**config.mk**
```make
export PLATFORM = sky130hd
export DESIGN_NAME = text_escape_stream_writer_flat
export DESIGN_NICKNAME = d
export VERILOG_FILES = /design/src/design/tesw_pkg.sv /design/src/design/tesw_if.sv /design/src/design/tesw_front.sv /design/src/design/tesw_queue.sv /design/src/design/tesw_back.sv /design/src/design/text_escape_stream_writer.sv /design/src/flat_wrapper.sv
export SDC_FILE = /design/constraint.sdc
export NUM_CORES = 1
export LEC_CHECK = 0
export ABC_AREA = 1
export BUFFER_PORTS_ARGS = -buffer_cell sky130_fd_sc_hd__clkbuf_2
export CAP_MARGIN = 20
export CORE_ASPECT_RATIO = 1.75
export CORE_MARGIN = 3
export CORE_UTILIZATION = 45
export CTS_BUF_LIST = sky130_fd_sc_hd__clkbuf_2
export DETAILED_ROUTE_END_ITERATION = 8
export SKIP_LAST_GASP = 1
export SLEW_MARGIN = 40
export SYNTH_ARGS = -nofsm -noshare
export SYNTH_HDL_FRONTEND = slang
export SYNTH_SLANG_ARGS = --single-unit
```
**constraint.sdc**
```tcl
create_clock -name clk -period 12.5 [get_ports clk]
set_clock_uncertainty 0.05 [all_clocks]
set_input_delay 3.125 -clock clk [delete_from_list [all_inputs] [get_ports clk]]
set_output_delay 3.125 -clock clk [all_outputs]
set_load 0.02 [all_outputs]
```
**src/design/tesw_pkg.sv**
```systemverilog
// shared types and constants for the text escape stream writer
// no dependencies; imported by every module of the block
`default_nettype none

package tesw_pkg;

  // escape and end bytes of the message stream
  localparam logic [7:0] ESC_ATTR   = 8'h15;
  localparam logic [7:0] ESC_CURSOR = 8'h16;
  localparam logic [7:0] END_BYTE   = 8'h00;

  localparam logic [7:0] LINE_WIDTH_RESET = 8'd53;

  // width of the cell address field on the result channel
  localparam int OUT_ADDR_W = 11;

  // command queue between parser and executor
  localparam int QDEPTH = 2;

  // parser phase, one-hot
  typedef enum logic [3:0] {
    PH_IDLE = 4'b0001,
    PH_ATTR = 4'b0010,
    PH_COL  = 4'b0100,
    PH_ROW  = 4'b1000
  } phase_t;

  // commands the parser hands to the executor
  typedef enum logic [1:0] {
    OP_CHAR   = 2'd0,
    OP_ATTR   = 2'd1,
    OP_CURSOR = 2'd2
  } op_t;

  typedef struct packed {
    op_t        op;
    logic [7:0] data;    // character, attribute or row
    logic [7:0] column;  // column, cursor command only
  } cmd_t;

  typedef struct packed {
    logic push;
    cmd_t cmd;
  } queue_push_t;

  typedef struct packed {
    logic valid;
    cmd_t cmd;
  } queue_head_t;

endpackage

`default_nettype wire

```
**src/design/tesw_if.sv**
```systemverilog
// channel interfaces: message bytes in, cell writes out, line width writes
// depends on nothing
`default_nettype none

interface tesw_msg_if;
  logic       valid;
  logic       ready;
  logic [7:0] msg_byte;
  modport source (output valid, output msg_byte, input ready);
  modport sink   (input valid, input msg_byte, output ready);
endinterface

interface tesw_cell_if;
  logic        valid;
  logic        ready;
  logic [10:0] cell_address;
  logic [7:0]  char_code;
  logic [7:0]  cell_attr;
  modport source (output valid, output cell_address, output char_code, output cell_attr,
                  input ready);
  modport sink   (input valid, input cell_address, input char_code, input cell_attr,
                  output ready);
endinterface

interface tesw_cfg_if;
  logic       valid;
  logic       ready;
  logic [7:0] line_width;
  modport source (output valid, output line_width, input ready);
  modport sink   (input valid, input line_width, output ready);
endinterface

`default_nettype wire

```
**src/design/tesw_front.sv**
```systemverilog
// message parser: tracks escape phase, turns bytes into commands
// depends on tesw_pkg and tesw_msg_if
`default_nettype none

module tesw_front
  import tesw_pkg::*;
(
  input  wire logic    clk,
  input  wire logic    rst,
  tesw_msg_if.sink     msg,
  input  wire logic    q_full,
  output queue_push_t  q_push
);

  phase_t     phase, phase_next;
  logic [7:0] column, column_next;
  logic       accept;

  assign msg.ready = !q_full;
  assign accept    = msg.valid && !q_full;

  always_comb begin
    phase_next       = phase;
    column_next      = column;
    q_push.push      = 1'b0;
    q_push.cmd.op    = OP_CHAR;
    q_push.cmd.data  = msg.msg_byte;
    q_push.cmd.column = column;
    if (accept) begin
      unique case (phase)
        PH_ATTR: begin
          q_push.push   = 1'b1;
          q_push.cmd.op = OP_ATTR;
          phase_next    = PH_IDLE;
        end
        PH_COL: begin
          column_next = msg.msg_byte;
          phase_next  = PH_ROW;
        end
        PH_ROW: begin
          q_push.push   = 1'b1;
          q_push.cmd.op = OP_CURSOR;
          phase_next    = PH_IDLE;
        end
        PH_IDLE: begin
          priority if (msg.msg_byte == ESC_ATTR) begin
            phase_next = PH_ATTR;
          end else if (msg.msg_byte == ESC_CURSOR) begin
            phase_next = PH_COL;
          end else if (msg.msg_byte == END_BYTE) begin
            phase_next = PH_IDLE;
          end else begin
            q_push.push = 1'b1;
          end
        end
        default: begin
          phase_next = PH_IDLE;
        end
      endcase
    end
  end

  always_ff @(posedge clk) begin
    if (rst) begin
      phase  <= PH_IDLE;
      column <= '0;
    end else begin
      phase  <= phase_next;
      column <= column_next;
    end
  end

endmodule

`default_nettype wire

```
**src/design/tesw_queue.sv**
```systemverilog
// short command queue between parser and executor
// depends on tesw_pkg
`default_nettype none

module tesw_queue
  import tesw_pkg::*;
(
  input  wire logic        clk,
  input  wire logic        rst,
  input  wire queue_push_t q_push,
  input  wire logic        pop,
  output logic             full,
  output queue_head_t      head
);

  localparam int PTR_W = (QDEPTH > 1) ? $clog2(QDEPTH) : 1;
  localparam int CNT_W = $clog2(QDEPTH + 1);

  cmd_t             entries [QDEPTH];
  logic [PTR_W-1:0] wr_ptr, rd_ptr;
  logic [CNT_W-1:0] count;
  logic             do_push, do_pop;

  assign full       = (count == CNT_W'(QDEPTH));
  assign head.valid = (count != '0);
  assign head.cmd   = entries[rd_ptr];
  assign do_push    = q_push.push && !full;
  assign do_pop     = pop && head.valid;

  always_ff @(posedge clk) begin
    if (do_push) begin
      entries[wr_ptr] <= q_push.cmd;
    end
  end

  always_ff @(posedge clk) begin
    if (rst) begin
      wr_ptr <= '0;
      rd_ptr <= '0;
      count  <= '0;
    end else begin
      if (do_push) begin
        wr_ptr <= (wr_ptr == PTR_W'(QDEPTH - 1)) ? '0 : wr_ptr + PTR_W'(1);
      end
      if (do_pop) begin
        rd_ptr <= (rd_ptr == PTR_W'(QDEPTH - 1)) ? '0 : rd_ptr + PTR_W'(1);
      end
      if (do_push && !do_pop) begin
        count <= count + CNT_W'(1);
      end else if (do_pop && !do_push) begin
        count <= count - CNT_W'(1);
      end
    end
  end

endmodule

`default_nettype wire

```
**src/design/tesw_back.sv**
```systemverilog
// executor: holds cursor, attribute and line width, drives the cell write register
// depends on tesw_pkg, tesw_cell_if and tesw_cfg_if
`default_nettype none

module tesw_back
  import tesw_pkg::*;
#(
  parameter int ADDR_BITS = 11
) (
  input  wire logic        clk,
  input  wire logic        rst,
  input  wire queue_head_t head,
  output logic             pop,
  tesw_cfg_if.sink         cfg,
  tesw_cell_if.source      screen
);

  localparam int PROD_W = 17;
  localparam int EXT_W  = (ADDR_BITS > OUT_ADDR_W) ? ADDR_BITS : OUT_ADDR_W;

  logic [7:0]           line_width;
  logic [ADDR_BITS-1:0] cursor, cursor_next;
  logic [7:0]           attr;
  logic                 out_valid, out_free;
  logic [PROD_W-1:0]    place;
  logic [EXT_W-1:0]     addr_ext;

  assign cfg.ready = 1'b1;

  always_ff @(posedge clk) begin
    if (rst) begin
      line_width <= LINE_WIDTH_RESET;
    end else if (cfg.valid) begin
      line_width <= cfg.line_width;
    end
  end

  assign out_free = !out_valid || screen.ready;
  assign pop      = head.valid && ((head.cmd.op != OP_CHAR) || out_free);

  // row * width + column - 1, wrapped to the cursor width
  assign place = PROD_W'(head.cmd.data) * PROD_W'(line_width) + PROD_W'(head.cmd.column)
               - PROD_W'(1);

  always_comb begin
    cursor_next = cursor;
    if (pop) begin
      unique case (head.cmd.op)
        OP_CHAR:   cursor_next = cursor + ADDR_BITS'(1);
        OP_CURSOR: cursor_next = place[ADDR_BITS-1:0];
        OP_ATTR:   cursor_next = cursor;
        default:   cursor_next = cursor;
      endcase
    end
  end

  assign addr_ext = EXT_W'(cursor_next);

  always_ff @(posedge clk) begin
    if (rst) begin
      cursor    <= '0;
      attr      <= '0;
      out_valid <= 1'b0;
    end else begin
      cursor <= cursor_next;
      if (pop && (head.cmd.op == OP_ATTR)) begin
        attr <= head.cmd.data;
      end
      if (out_free) begin
        out_valid <= pop && (head.cmd.op == OP_CHAR);
      end
    end
  end

  always_ff @(posedge clk) begin
    if (pop && (head.cmd.op == OP_CHAR)) begin
      screen.cell_address <= addr_ext[OUT_ADDR_W-1:0];
      screen.char_code    <= head.cmd.data;
      screen.cell_attr    <= attr;
    end
  end

  assign screen.valid = out_valid;

endmodule

`default_nettype wire

```
**src/design/text_escape_stream_writer.sv**
```systemverilog
// top level of the text escape stream writer
// depends on tesw_pkg, tesw_if, tesw_front, tesw_queue and tesw_back
`default_nettype none

// Turns a message byte stream into character-cell writes for a text screen.
// Byte 0x15 makes the next byte the current attribute; byte 0x16 takes the
// next two bytes as column and row and moves the cursor to
// row*line_width+column-1 (wrapped to ADDR_BITS bits); byte 0 ends the
// message. Any other byte advances the cursor by one and comes out as one
// cell write of that character with the current attribute. One byte is
// accepted per cycle as long as the two-entry command queue has room; a
// character is written to the queue at its input transfer and, when the queue
// was empty and the output register free, moves to that register at the next
// edge, raising screen valid. Sustained throughput is one byte per cycle while
// the receiver keeps up, set by the executor taking one command per cycle.
// When the receiver holds off, the output register and the two queue entries
// fill and input then stalls. The user must write line_width through cfg only
// while the block is idle; the block itself does not enforce this.

module text_escape_stream_writer
  import tesw_pkg::*;
#(
  parameter int ADDR_BITS = 11
) (
  input  wire logic   clk,
  input  wire logic   rst,
  tesw_msg_if.sink    msg,
  tesw_cfg_if.sink    cfg,
  tesw_cell_if.source screen
);

  // parser to queue
  queue_push_t q_push;
  logic        q_full;

  // queue to executor
  queue_head_t q_head;
  logic        q_pop;

  // front: escape phase tracking and command building
  tesw_front u_front (
    .clk    (clk),
    .rst    (rst),
    .msg    (msg),
    .q_full (q_full),
    .q_push (q_push)
  );

  // decouples parsing from output stalls
  tesw_queue u_queue (
    .clk    (clk),
    .rst    (rst),
    .q_push (q_push),
    .pop    (q_pop),
    .full   (q_full),
    .head   (q_head)
  );

  // back: cursor and attribute update, cell write register
  tesw_back #(
    .ADDR_BITS (ADDR_BITS)
  ) u_back (
    .clk    (clk),
    .rst    (rst),
    .head   (q_head),
    .pop    (q_pop),
    .cfg    (cfg),
    .screen (screen)
  );

endmodule

`default_nettype wire

```
**src/flat_wrapper.sv**
```systemverilog
// flat-port wrapper written by rule: the top's interface ports become plain ports
module text_escape_stream_writer_flat import tesw_pkg::*;
#(
  parameter int ADDR_BITS = 11
)
  (clk, rst, msg_valid, msg_msg_byte, msg_ready, cfg_valid, cfg_line_width, cfg_ready, screen_valid, screen_cell_address, screen_char_code, screen_cell_attr, screen_ready);
  tesw_msg_if msg_i ();
  tesw_cfg_if cfg_i ();
  tesw_cell_if screen_i ();
  input  wire logic clk;
  input  wire logic rst;
  input wire logic [$bits(msg_i.valid)-1:0] msg_valid;
  input wire logic [$bits(msg_i.msg_byte)-1:0] msg_msg_byte;
  output wire logic [$bits(msg_i.ready)-1:0] msg_ready;
  input wire logic [$bits(cfg_i.valid)-1:0] cfg_valid;
  input wire logic [$bits(cfg_i.line_width)-1:0] cfg_line_width;
  output wire logic [$bits(cfg_i.ready)-1:0] cfg_ready;
  output wire logic [$bits(screen_i.valid)-1:0] screen_valid;
  output wire logic [$bits(screen_i.cell_address)-1:0] screen_cell_address;
  output wire logic [$bits(screen_i.char_code)-1:0] screen_char_code;
  output wire logic [$bits(screen_i.cell_attr)-1:0] screen_cell_attr;
  input wire logic [$bits(screen_i.ready)-1:0] screen_ready;
  assign msg_i.valid = msg_valid;
  assign msg_i.msg_byte = msg_msg_byte;
  assign msg_ready = msg_i.ready;
  assign cfg_i.valid = cfg_valid;
  assign cfg_i.line_width = cfg_line_width;
  assign cfg_ready = cfg_i.ready;
  assign screen_valid = screen_i.valid;
  assign screen_cell_address = screen_i.cell_address;
  assign screen_char_code = screen_i.char_code;
  assign screen_cell_attr = screen_i.cell_attr;
  assign screen_i.ready = screen_ready;
  text_escape_stream_writer #(.ADDR_BITS(ADDR_BITS)) u_core (.clk(clk), .rst(rst), .msg(msg_i), .cfg(cfg_i), .screen(screen_i));
endmodule
```
== Word-level counts from Yosys, hierarchy flattened ==
Memory sizes are Yosys's and may differ from the RTL's. A register that Yosys moved wholly into a read port is not among the register bits.
Index checks and enable logic that the tools add are counted.

* Register bits: 71
* Bits in writable memories: 36
* Bits of input ports: 21
* Output and inout bits: 30
* Logic and storage cells: 73
* Memories: 1

* Add/subtract/negate cells: 7
* $mul: 1
* Equality and inequality tests: 10
* Muxes and demuxes: 20
* Reductions and logical operators: 22

{| class="wikitable"
|+ Memories
! name !! depth !! bits a word !! rd ports !! clocked after Yosys merged registers in !! wr ports !! RTL line !! text
|-
| u_core.u_queue.entries || 2 || 18 || 1 || 1 || 1 || tesw_queue.sv:19 || <nowiki>cmd_t entries [QDEPTH];</nowiki>
|}

{| class="wikitable"
|+ Operators by type and width
! kind !! count
|-
| 11-bit one-hot mux with 2 select lines || 1
|-
| 8-bit by 5-bit equality test with 1-bit output (second input constant) || 2
|-
| 4-bit 2-to-1 mux || 3
|-
| 11-bit by 1-bit adder with 11-bit output (second input constant) || 1
|-
| 11-bit by 8-bit adder with 11-bit output || 1
|-
| 8-bit by 8-bit multiplier with 11-bit output || 1
|-
| 11-bit 2-to-1 mux || 1
|-
| 11-bit by 1-bit subtractor with 11-bit output (second input constant) || 1
|-
| 1-bit 2-to-1 mux || 9
|-
| 1-bit logical AND || 8
|-
| 8-bit logical NOT || 1
|-
| 4-bit one-hot mux with 2 select lines || 1
|-
| 2-bit nonzero test || 3
|-
| 2-bit equality test (second input constant) || 2
|-
| 4-bit by 1-bit equality test with 1-bit output (second input constant) || 1
|-
| 4-bit by 2-bit equality test with 1-bit output (second input constant) || 1
|-
| 4-bit by 3-bit equality test with 1-bit output (second input constant) || 1
|-
| 4-bit equality test (second input constant) || 1
|-
| 1-bit logical NOT || 4
|-
| 2-bit 2-to-1 mux || 2
|-
| 4-bit != test (second input constant) || 1
|-
| 2-bit one-hot mux with 2 select lines || 1
|-
| 2-bit AND reduction || 2
|-
| 3-bit 2-to-1 mux || 1
|-
| other kinds (8) || 10
|}

== Depth between registers and ports, before layout ==
* Word-level depth: 11
* Gate-level depth with buffers: 28

== Cells and area by module ==
A second synthesis with hierarchy kept.

* Cell total of the unflattened synthesis: 762
* Area total of the unflattened synthesis: 6,752.7 um^2

{| class="wikitable"
|+ Modules (own cells, without submodules)
! module !! times used !! cells an instance !! area each (um^2) !! sequential area each (um^2)
|-
| tesw_back || 1 || 549 || 4,364.2 || 1,371.3
|-
| tesw_queue || 1 || 93 || 1,596.5 || 1,181.1
|-
| tesw_front || 1 || 120 || 792.0 || 240.2
|}

== Worst setup path before layout ==
No wires, ideal clock.

* Kind: flip-flop to flip-flop
* From: register (tool-made name)
* To: register u_core.u_back.screen.cell_address[10] (data pin)
* Arrival time: 4.825 ns
* Setup slack: 7.374 ns
* Cell stages (with the launch flop): 24
* Path buffers: 2
* Period minus slack after synthesis: 5.126 ns
* Cells stage by stage: dfxtp_1 > buf_4 > buf_4 > o21ai_0 > nor2_1 > fa_1 > inv_1 > fa_1 > inv_1 > fa_1 > fa_1 > inv_1 > fa_1 > inv_1 > ha_1 > inv_1 > o21bai_1 > nand3_1 > nand4_1 > nand3_1 > nand3_1 > nand2_1 > nand2_1 > inv_1

{| class="wikitable"
|+ RTL lines
! element !! RTL line !! text
|-
| end signal, assigned || tesw_back.sv:77 || <nowiki>screen.cell_address <= addr_ext[OUT_ADDR_W-1:0];</nowiki>
|-
| end, declared || tesw_if.sv:19 || <nowiki>modport source (output valid, output cell_address, output char_code, output cell_attr,</nowiki>
|}

==> impl_metrics.prom <==
# TYPE chip_impl_metric gauge
chip_impl_metric{name="tightestPinTransition",unit="ns"} 0.7803
chip_impl_metric{name="row_count",unit=""} 56
chip_impl_info{name="yosys.area.top_type",value="sky130_fd_sc_hd__edfxtp_1"} 1
chip_impl_metric{name="initial_core_util",unit="%"} 46.65
chip_impl_metric{name="io_buffers",unit=""} 49
chip_impl_metric{name="clock_sink_count",unit=""} 108
chip_impl_metric{name="routed_wl",unit="um"} 13420
chip_impl_metric{name="finalCriticalPeriod",unit="ns"} 6.188
chip_impl_metric{name="async_s_r_ff_share_synth",unit="%"} 0
chip_impl_metric{name="fill_cell_instance_count_of_the_final_layout",unit=""} 1325
chip_impl_metric{name="synthCells",unit=""} 703
chip_impl_metric{name="cts_setup_buffers",unit=""} 0
chip_impl_metric{name="grt_pass1_wl",unit="um"} 22170
chip_impl_metric{name="dr.pass1.iters",unit=""} 4
chip_impl_metric{name="dp_hpwl",unit="um"} 10860
chip_impl_metric{name="io-pin-count",unit=""} 51
chip_impl_info{name="cts-root-buf",value="sky130_fd_sc_hd__clkbuf_2"} 1
chip_impl_info{name="path_class",value="reg -> reg"} 1
chip_impl_info{name="synth-main-ff-cell",value="sky130_fd_sc_hd__edfxtp_1"} 1
chip_impl_metric{name="cts.reportedPaths.clkPinSlew",unit="ns"} 0.31
chip_impl_metric{name="wire_per_inst",unit="um"} 14.36
chip_impl_info{name="end_kind",value="register"} 1
chip_impl_metric{name="yosys.cell_types.count",unit=""} 47
chip_impl_metric{name="syn_avg_cell_area",unit="sq um"} 9.066
chip_impl_info{name="unrepaired_setup_endpoints_after_global_routing",value="false"} 1
chip_impl_metric{name="dr_total_vias",unit=""} 4688
chip_impl_metric{name="max_cap_violations",unit=""} 0
chip_impl_metric{name="die-height",unit="um"} 163.4
chip_impl_metric{name="floorplan.die.width",unit="um"} 95.97
chip_impl_info{name="run_status",value="finished, final reports clean"} 1
chip_impl_metric{name="die_area",unit="sq um"} 15680
chip_impl_metric{name="synth_top_cell_area_share",unit="%"} 29.68
chip_impl_metric{name="final_util",unit="%"} 50.41
chip_impl_metric{name="report.final.setup_viol",unit=""} 0
chip_impl_metric{name="synthToLayoutAreaGrowth",unit="%"} 8.068
chip_impl_metric{name="layout-drive-gt1-share",unit="%"} 12.52
chip_impl_metric{name="grt_use_total",unit="%"} 18.50
chip_impl_metric{name="globalRoute.totalOverflow",unit=""} 0
chip_impl_metric{name="final_net_count",unit=""} 842
chip_impl_metric{name="synth_enable_flop_cells",unit=""} 63
chip_impl_metric{name="drt_iter0_markers",unit=""} 175
chip_impl_metric{name="clock_tree.htree_level_count",unit=""} 3
chip_impl_metric{name="vias_in_the_first_global_route",unit=""} 4784
chip_impl_metric{name="netlist_area",unit="sq um"} 6374
chip_impl_info{name="clock_tree_from_tritoncts",value="yes"} 1
chip_impl_metric{name="yosysWarningCount",unit=""} 0
chip_impl_metric{name="cts.repair.resized",unit=""} 0
chip_impl_info{name="worst_setup_path_start_kind",value="register"} 1
chip_impl_metric{name="route.detailed.drc",unit=""} 0
chip_impl_info{name="hold_path_class",value="reg -> reg"} 1
chip_impl_metric{name="critPathArrivalTime",unit="ns"} 6.57
chip_impl_metric{name="cts_hold_bufs",unit=""} 0
chip_impl_metric{name="fmax",unit="GHz"} 0.1616
chip_impl_metric{name="final.period_utilization",unit="%"} 49.50
chip_impl_info{name="layout.cells.most_common_list",value="134 x sky130_fd_sc_hd__inv_1, 127 x sky130_fd_sc_hd__nand2_1, 71 x sky130_fd_sc_hd__nor2_1"} 1
chip_impl_metric{name="globalplace.congestion",unit=""} 0.8949
chip_impl_metric{name="route.antenna.remaining_nets",unit=""} 0
chip_impl_metric{name="critical_path_required",unit="ns"} 12.89
chip_impl_metric{name="avgViaCountPerCell",unit=""} 5.019
chip_impl_info{name="synth.top_cells.by_area",value="sky130_fd_sc_hd__edfxtp_1 30%, sky130_fd_sc_hd__dfxtp_1 14%, sky130_fd_sc_hd__fa_1 12%, sky130_fd_sc_hd__inv_1 8.0%, sky130_fd_sc_hd__nand2_1 7.5%"} 1
chip_impl_metric{name="clkLatencyLatePin",unit="ns"} 0.60
chip_impl_metric{name="cts_buffers",unit=""} 9
chip_impl_metric{name="grt_antenna_before_repair",unit=""} 1
chip_impl_metric{name="coreArea",unit="sq um"} 13660
chip_impl_metric{name="grt_max_degree",unit=""} 30
chip_impl_metric{name="hold_viol_final",unit=""} 0
chip_impl_metric{name="timing.max_slew.rel_slack",unit="%"} 47.91
chip_impl_metric{name="cp_max_fo",unit=""} 20
chip_impl_metric{name="holdWs",unit="ns"} 0.3975
chip_impl_info{name="layout.cells.most_common",value="sky130_fd_sc_hd__inv_1"} 1
chip_impl_metric{name="slew_violations",unit=""} 0
chip_impl_metric{name="synth_nets",unit=""} 791
chip_impl_metric{name="final.setup.tns",unit="ns"} 0
chip_impl_metric{name="post_synthesis_register_bit_count",unit=""} 108
chip_impl_metric{name="sequential_fraction_of_the_synthesis_area",unit="%"} 43.82
chip_impl_metric{name="clk_path_buf_depth",unit=""} 2
worst max-delay path, cell delays in order, from the launching register on:
cell and delay [ns]:
sky130_fd_sc_hd__dfxtp_1 0.90, sky130_fd_sc_hd__inv_2 0.26, sky130_fd_sc_hd__or2_2 0.33, sky130_fd_sc_hd__o21ai_0 0.29
sky130_fd_sc_hd__inv_1 0.31, sky130_fd_sc_hd__nand2_1 0.14, sky130_fd_sc_hd__ha_1 0.28, sky130_fd_sc_hd__fa_1 0.54
sky130_fd_sc_hd__inv_1 0.05, sky130_fd_sc_hd__fa_1 0.50, sky130_fd_sc_hd__fa_1 0.54, sky130_fd_sc_hd__inv_1 0.05
sky130_fd_sc_hd__fa_1 0.52, sky130_fd_sc_hd__inv_1 0.04, sky130_fd_sc_hd__ha_1 0.34, sky130_fd_sc_hd__inv_1 0.08
sky130_fd_sc_hd__o21bai_1 0.20, sky130_fd_sc_hd__nand3_1 0.11, sky130_fd_sc_hd__nand4_1 0.13, sky130_fd_sc_hd__nand3_1 0.09
sky130_fd_sc_hd__nand3_1 0.10, sky130_fd_sc_hd__nand2_1 0.05, sky130_fd_sc_hd__nand2_1 0.07, sky130_fd_sc_hd__inv_1 0.04
metal layers:
layer	global-route usage [%]	wire, um	vias up
met5	0	0	-
met4	8.290	467	0
met3	3.226	413	32
li1	-	-	2354
met2	34.40	7365	97
met1	19.72	5169	2205
final cells by class:
type | count | area [sq um] | area share (%)
tap | 174 | 217.7 | 3.161
sequential | 108 | 2793 | 40.54
clock buffer | 9 | 45.04 | 0.6540
inverter | 144 | 553.0 | 8.029
clock inverter | 7 | 58.81 | 0.8538
timing repair buffer | 51 | 260.3 | 3.778
antenna | 1 | 2.502 | 0.03633
multi-input combinational | 440 | 2958 | 42.94
sequential cells by signal (all words and copies together) (netlist names), named ones only:
register                           count
u_core.u_back.screen.char_code         8
u_core.u_back.cursor                  11
u_core.u_front.phase                   4
u_core.u_queue.count                   2
u_core.u_front.column                  8
u_core.u_back.line_width               8
u_core.u_back.attr                     8
u_core.u_queue.wr_ptr                  1
u_core.u_queue.rd_ptr                  1
u_core.u_queue.entries                36
u_core.u_back.screen.valid             1
u_core.u_back.screen.cell_address     11
u_core.u_back.screen.cell_attr         8
synth_stat cells, types with 4 or more instances:
| master | count |
|---|---|
| sky130_fd_sc_hd__a21oi_1 | 42 |
| sky130_fd_sc_hd__dfxtp_1 | 45 |
| sky130_fd_sc_hd__nor2_1 | 71 |
| sky130_fd_sc_hd__nand3_1 | 26 |
| sky130_fd_sc_hd__edfxtp_1 | 63 |
| sky130_fd_sc_hd__inv_2 | 6 |
| sky130_fd_sc_hd__o21ai_0 | 44 |
| sky130_fd_sc_hd__nand2_2 | 5 |
| sky130_fd_sc_hd__ha_1 | 28 |
| sky130_fd_sc_hd__nand4_1 | 9 |
| sky130_fd_sc_hd__inv_1 | 135 |
| sky130_fd_sc_hd__o21bai_1 | 4 |
| sky130_fd_sc_hd__buf_4 | 5 |
| sky130_fd_sc_hd__mux2i_1 | 6 |
| sky130_fd_sc_hd__nand2_1 | 127 |
| sky130_fd_sc_hd__fa_1 | 39 |
path summary, 6_finish.rpt:
kind / start / endpoint / slack, ns / cells past startpoint
setup / recovery: register / u_core.u_back.screen.cell_address[10]$_DFFE_PP_ / 6.31 / 23
hold / removal: u_core.u_back.attr[2]$_SDFFE_PP0P_ / u_core.u_back.screen.cell_attr[2]$_DFFE_PP_ / 0.40 / 0
setup reg to reg: register / u_core.u_back.screen.cell_address[10]$_DFFE_PP_ / 6.31 / 23
hold reg to reg: u_core.u_back.attr[2]$_SDFFE_PP0P_ / u_core.u_back.screen.cell_attr[2]$_DFFE_PP_ / 0.40 / 0
stage by stage:
stage	instances	setup slack [ns]	cell area (sq um)
2_1_floorplan	703	7.374	6374
3_3_place_gp	917	6.455	6782
3_5_place_dp	917	6.311	6782
4_1_cts	933	6.266	6885
5_1_grt	934	5.876	6888
6_report	934	6.312	6888
cells by family after synthesis:
group / share of synthesized area [%]
fa+ha+maj: 17.75
simple gates: 17.71
xor+xnor: 0.8247
mux: 0.9423
flops: 43.82
compound gates: 9.128
other cells: 0.05884
buf+inv: 9.776
Power is not shown: default switching activity piles up to over one toggle a cycle in this logic, so the estimate is an artifact.
